--- src/hdl/salc_pkg.sv ---
// Shared types, constants and defaults for the set-associative LRU cache controller.
package salc_pkg;

	// Default sizing for the top-level parameters
	localparam int MAX_WAYS_DEF  = 16;
	localparam int MAX_SETS_DEF  = 1024;
	localparam int ADDR_BITS_DEF = 32;

	// Fixed field widths
	localparam int TAG_W   = 30;
	localparam int AGE_W   = 4;
	localparam int CNT_W   = 40;
	localparam int BYTE_W  = 48;
	localparam int CFG_W   = 5;
	localparam int OUT_W   = 224;
	localparam logic [AGE_W-1:0] AGE_MAX = 4'd15;

	// Decoupling queue depth between front and back
	localparam int QD   = 2;
	localparam int QP_W = 1;
	localparam int QC_W = 2;

	// Configuration register indexes
	typedef enum logic [1:0] {
		CFG_BLOCK_SHIFT = 2'd0,
		CFG_SET_SHIFT   = 2'd1,
		CFG_WAYS_USED   = 2'd2,
		CFG_WRITE_BACK  = 2'd3
	} cfg_reg_t;

	// Back-end sequencer states
	typedef enum logic [1:0] {
		BK_CLEAR,
		BK_IDLE,
		BK_EVAL
	} back_state_t;

	// One stored line of a set row
	typedef struct packed {
		logic             valid;
		logic             dirty;
		logic [AGE_W-1:0] age;
		logic [TAG_W-1:0] tag;
	} line_t;

	localparam int LINE_W = $bits(line_t);

	// Classified access handed from front to back
	typedef struct packed {
		logic             write_op;
		logic             wb;
		logic [3:0]       bs;
		logic [TAG_W-1:0] tag;
	} req_info_t;

endpackage

--- src/hdl/salc_front.sv ---
// Front end: configuration registers, address split and the decoupling queue.
module salc_front
	import salc_pkg::*;
#(
	parameter int MAX_WAYS  = MAX_WAYS_DEF,
	parameter int MAX_SETS  = MAX_SETS_DEF,
	parameter int ADDR_BITS = ADDR_BITS_DEF,
	localparam int SET_W    = (MAX_SETS > 1) ? $clog2(MAX_SETS) : 1
) (
	input  logic                clk,
	input  logic                arst_n,
	input  logic                cfg_we,
	input  logic [1:0]          cfg_index,
	input  logic [CFG_W-1:0]    cfg_data,
	input  logic                s_tvalid,
	output logic                s_tready,
	input  logic [31:0]         s_tdata,
	input  logic                s_tuser,
	input  logic                clearing,
	input  logic                q_pop,
	output logic                q_valid,
	output req_info_t           q_info,
	output logic [SET_W-1:0]    q_set,
	output logic [MAX_WAYS-1:0] q_mask
);

	localparam int SS_MAX = $clog2(MAX_SETS + 1) - 1;
	localparam logic [31:0] ADDR_MASK = 32'((64'd1 << ADDR_BITS) - 64'd1);

	logic [3:0] block_shift_q;
	logic [3:0] set_shift_q;
	logic [4:0] ways_used_q;
	logic       write_back_q;

	logic [3:0]          bs_c;
	logic [3:0]          ss_c;
	logic [31:0]         addr_m;
	logic [31:0]         blk;
	logic [31:0]         set_all;
	logic [31:0]         tag_all;
	logic [MAX_WAYS-1:0] mask_c;
	int                  ways_c;

	req_info_t           qi_q   [QD];
	logic [SET_W-1:0]    qs_q   [QD];
	logic [MAX_WAYS-1:0] qm_q   [QD];
	logic [QP_W-1:0]     wptr_q;
	logic [QP_W-1:0]     rptr_q;
	logic [QC_W-1:0]     cnt_q;
	logic                push;

	// Configuration registers
	always_ff @(posedge clk or negedge arst_n) begin
		if (!arst_n) begin
			block_shift_q <= 4'd2;
			set_shift_q   <= 4'd0;
			ways_used_q   <= 5'd1;
			write_back_q  <= 1'b1;
		end else if (cfg_we) begin
			unique case (cfg_reg_t'(cfg_index))
				CFG_BLOCK_SHIFT: block_shift_q <= cfg_data[3:0];
				CFG_SET_SHIFT:   set_shift_q   <= cfg_data[3:0];
				CFG_WAYS_USED:   ways_used_q   <= cfg_data;
				CFG_WRITE_BACK:  write_back_q  <= cfg_data[0];
			endcase
		end
	end

	// Clamp the sizes and split the address into set and tag
	always_comb begin
		if (block_shift_q < 4'd2)      bs_c = 4'd2;
		else if (block_shift_q > 4'd8) bs_c = 4'd8;
		else                           bs_c = block_shift_q;
		if (int'(set_shift_q) > SS_MAX) ss_c = 4'(SS_MAX);
		else                            ss_c = set_shift_q;
		addr_m  = s_tdata & ADDR_MASK;
		blk     = addr_m >> bs_c;
		set_all = blk & ((32'd1 << ss_c) - 32'd1);
		tag_all = blk >> ss_c;
		ways_c  = (ways_used_q == 5'd0) ? 1 : int'(ways_used_q);
		for (int w = 0; w < MAX_WAYS; w++) begin
			mask_c[w] = (w < ways_c);
		end
	end

	// Two-entry queue towards the back end
	assign s_tready = !clearing && (cnt_q != QC_W'(QD));
	assign push     = s_tvalid && s_tready;
	assign q_valid  = (cnt_q != '0);
	assign q_info   = qi_q[rptr_q];
	assign q_set    = qs_q[rptr_q];
	assign q_mask   = qm_q[rptr_q];

	always_ff @(posedge clk) begin
		if (push) begin
			qi_q[wptr_q] <= '{write_op: s_tuser, wb: write_back_q, bs: bs_c,
				tag: tag_all[TAG_W-1:0]};
			qs_q[wptr_q] <= set_all[SET_W-1:0];
			qm_q[wptr_q] <= mask_c;
		end
	end

	always_ff @(posedge clk or negedge arst_n) begin
		if (!arst_n) begin
			wptr_q <= '0;
			rptr_q <= '0;
			cnt_q  <= '0;
		end else begin
			if (push)  wptr_q <= wptr_q + 1'b1;
			if (q_pop) rptr_q <= rptr_q + 1'b1;
			case ({push, q_pop})
				2'b10:   cnt_q <= cnt_q + 1'b1;
				2'b01:   cnt_q <= cnt_q - 1'b1;
				default: cnt_q <= cnt_q;
			endcase
		end
	end

endmodule

--- config.mk ---
export PLATFORM = sky130hd
export DESIGN_NAME = salc_front
export DESIGN_NICKNAME = d
export VERILOG_FILES = /design/src/hdl/salc_pkg.sv /design/src/hdl/salc_front.sv
export SDC_FILE = /design/constraint.sdc
export NUM_CORES = 1
export LEC_CHECK = 0
export BUFFER_PORTS_ARGS = -buffer_cell sky130_fd_sc_hd__buf_4
export CAP_MARGIN = 20
export CORE_MARGIN = 3
export CORE_UTILIZATION = 25
export DETAILED_ROUTE_END_ITERATION = 10
export SYNTH_ARGS = -nofsm -noshare
export SYNTH_HDL_FRONTEND = slang
export SYNTH_SLANG_ARGS = --single-unit
--- constraint.sdc ---
create_clock -name clk -period 5.4 [get_ports clk]
set_input_delay 0.54 -clock clk [delete_from_list [all_inputs] [get_ports clk]]
set_output_delay 0.54 -clock clk [all_outputs]
set_load 0.005 [all_outputs]
==> metrics.md <==
| Metric | Value |
|---|---|
| Status | `finished, final reports clean` |
| CTS root buf | `clkbuf_16` |
| Critical Path Sink | `qi_q[1][10]` |
| Routed via count | `7,415` |
| Main synth FF type | `edfxtp_1` |
| Final HPWL DP | `19,620 microns` |
| Max Cap Violations | `0` |
| Layout cell share with drive strength beyond 1 | `0.2932` |
| Unrepaired setup endpoints after global routing | `no` |
| P_leak | `0.003929 uW` |
| Die ar. | `38,260 sq um` |
| Worst r2r dst | `qi_q[1][10]` |
| Sequential area share after synthesis | `0.4649` |
| Final Cell Area | `10,870 sq um` |
| Initial Util | `0.2570` |
| Cells after synthesis | `848` |
| Final Hold Vio Count | `0` |
| Routed WL | `27,930 microns` |
| Min cycle time layout | `4.021 ns` |
| Row count | `68` |
| Post-CTS setup buffers | `0` |
| Reg area | `4180 sq um` |
| CP Launch Point | `block_shift_q[1]` |
| Reg2reg path depth | `7` |
| GPL Wtd Cong | `0.9098` |
| CP arrival | `4.17 ns` |
| GR Overflow Total | `0` |
| CP endpoint kind | `flop` |
| Max Fclk | `248.7 MHz` |
| Die Ht | `195.6 microns` |
| FF-to-FF setup slack | `1.38 ns` |
| Vias per cell | `5.350` |
| DR pass1 iterations | `7` |
| First-pass GRT wire length | `42,560 microns` |
| Synth async-reset ratio | `0.1268` |
| Ranking of synthesized cells by area | `edfxtp_1 41%, mux2_2 10%, dfrtp_1 4.2%` |
| CTS Buf Count | `17` |
| Crit Path Max Fanout | `26` |
| Clock sink total | `142` |
| Relative slew slack | `0.3726` |
| Setup violators final | `0` |
| CTS tree | `yes` |
| Count of nets after finishing | `966` |
| Yosys reg bits | `142` |
| Avg Cell Area, Syn | `10.60 sq um` |
| Clk_lat worst skew | `0.41 ns` |
| Gr usage total | `0.1410` |
| Mapped Area | `8986 sq um` |
| Initial detailed-routing violation count | `749` |
| Post-CTS Resized | `0` |
| Peak supply drop | `0.2374 mV` |
| Worst-margin pin slew | `0.9377 ns` |
| Worst EP required | `5.55 ns` |
| EDFF count, synth | `124` |
| Netlist cell types | `76` |
| P&R area growth vs syn | `20.96%` |
| Top-Level Pins | `110` |
| Vias in the first global route | `6,991` |
| Final Cycle Share | `0.7446` |
| Minimum hold slack | `0.3127 ns` |
| Routed Antenna Nets | `0` |
| Drt drc | `0` |
| Worst Skew | `0.01131 ns` |
| Critical Path Start Type | `flop` |
| Drt wl/cell | `20.15 microns` |
| Cell Pwr Density | `462.8 nW/um^2` |
| Diodes inserted | `0` |
| Ys Warns | `0` |
| Htree depth | `4` |
| Yosys top cell by area | `edfxtp_1` |
| Reg2Reg Launch Point | `block_shift_q[1]` |
| Final Max Tran Viols | `0` |
| Core ar. | `34,970 sq um` |
| CTS max path bufs | `2` |
| Area of the multi-input gates | `4414 sq um` |
| Fill count | `3,586` |
| Min-Delay Path Depth | `2` |
| CP Class | `flop to flop` |
| TNS Setup | `0 ns` |
| Share of the synthesized area in the top cell type | `0.4144` |
| DIE WIDTH | `195.6 microns` |
| Worst hold-check path type | `input port to flop` |
| Largest net degree at the start of global routing | `63` |
| Placed Area | `10,190 sq um` |
| IO buf count | `107` |
| Clk slew on worst S/H paths | `0.06 ns` |
| Initial antenna violation count | `0` |
==> worst max-delay path: stages (launching register included) <==
cell       delay, ns
dfstp_2         0.83
and2b_1         0.47
o21ai_1         0.48
a2111oi_0       0.17
or4_1           0.59
o41ai_2         0.60
mux2i_1         0.22
a211o_1         0.37
==> where the power goes <==
part / internal, uW / total [uW] / leakage (uW) / switching [uW]
logic: 947 / 2170 / 0.00226 / 1220
clock network: 823 / 1260 / 0.000330 / 434
registers: 1480 / 1600 / 0.00134 / 126
total: 3250 / 5030 / 0.00393 / 1780
==> worst min path at each step <==
stage | startpoint | to | slack, ns
2_1_floorplan | arst_n | block_shift_q[0] | 0.24
3_3_place_gp | arst_n | wptr_q | 0.42
3_5_place_dp | arst_n | rptr_q | 0.43
4_1_cts | q_pop | rptr_q | 0.30
5_1_grt | q_pop | rptr_q | 0.30
6_report | q_pop | rptr_q | 0.31
==> per-stage QoR <==
step / cells / total power, uW / setup slack, ns / util
final: 1386 / 5030 / 1.379 / 0.3108
after global routing: 1386 / 5317 / 1.175 / 0.3108
after CTS: 1386 / 5064 / 1.471 / 0.3108
after detailed placement: 1353 / 3784 / 1.483 / 0.2914
after global placement: 1353 / 3771 / 1.489 / 0.2914
after floorplan: 849 / 2978 / 1.430 / -
==> per-layer routing <==
layer | up-vias | wire length, microns | global-route usage
li1 | 3441 | - | -
met1 | 3605 | 12610 | 0.2047
met2 | 354 | 12910 | 0.2199
met3 | 15 | 2166 | 0.02674
met4 | 0 | 235 | 0.02825
met5 | - | 0 | 0
==> layout make-up <==
type	count	area share
tap	455	0.05238
sequential	142	0.3846
multi-input combinational	608	0.4061
inverter	23	0.007943
timing repair buffer	126	0.08726
clock buffer	30	0.06009
clock inverter	2	0.001612
==> sequential cells by signal (all words and copies together), names as in the netlist <==
name / cells
cnt_q: 2
write_back_q: 1
rptr_q: 1
set_shift_q: 4
qm_q: 32
ways_used_q: 5
qs_q: 20
wptr_q: 1
block_shift_q: 4
qi_q: 72
==> cells in the mapped netlist, drive strengths merged, types with 8 or more instances <==
| cell | number |
|---|---|
| a211oi | 18 |
| dfrtp | 15 |
| a32oi | 11 |
| mux2 | 82 |
| nand3 | 15 |
| clkbuf | 41 |
| nor2 | 50 |
| o21ai | 51 |
| nand2b | 8 |
| nand2 | 66 |
| a21oi | 45 |
| a22oi | 12 |
| o211ai | 8 |
| and2 | 10 |
| nor3 | 12 |
| mux2i | 27 |
| inv | 21 |
| or2 | 9 |
| and3 | 10 |
| edfxtp | 124 |
| buf | 35 |
| a2111oi | 12 |
| o31ai | 9 |
| nor2b | 12 |
==> timing repair <==
action | in CTS | in global routing
hold buffers | 1 | 0
endpoints found under the hold margin | 15 | 0
setup endpoints to repair | 0 | 0
==> cell usage in the layout (no fill, tap or decap), types with 5 or more instances in the layout <==
cell type | netlist | layout
a22o_1 | 7 | 7
nor2b_1 | 12 | 12
nand2b_1 | 8 | 8
clkbuf_16 | 0 | 24
nand3_1 | 15 | 15
a32oi_1 | 11 | 11
o31ai_1 | 9 | 9
a2111oi_0 | 12 | 12
and3_1 | 10 | 9
o211ai_1 | 8 | 8
a211o_1 | 6 | 6
o22ai_1 | 7 | 7
o21ai_0 | 50 | 50
a22oi_1 | 12 | 12
mux4_2 | 7 | 7
buf_4 | 4 | 125
inv_1 | 20 | 20
a311oi_1 | 7 | 7
nor3b_1 | 7 | 7
dfrtp_1 | 15 | 13
nor2_1 | 50 | 49
or3_1 | 5 | 5
a221o_1 | 7 | 7
mux2i_1 | 27 | 27
a211oi_1 | 17 | 17
nand2_1 | 65 | 65
nor4_1 | 5 | 5
a21oi_1 | 45 | 45
edfxtp_1 | 124 | 124
nor3_1 | 12 | 12
or2_2 | 8 | 8
mux2_2 | 82 | 82
and2_1 | 9 | 9
nor4b_1 | 5 | 5
==> kinds of logic after synthesis <==
kind of cell	after synthesis	share of synthesized area
DFF	142	0.4649
xor gates and xnor gates	6	0.005848
muxes	116	0.1504
other	1	0.0004173
buffers and inverters	99	0.04525
AOI/OAI and AO/OA	253	0.2013
and+or+nand+nor	229	0.1291
adders and majority gates	2	0.002784
(Power assumes the default switching activity.)
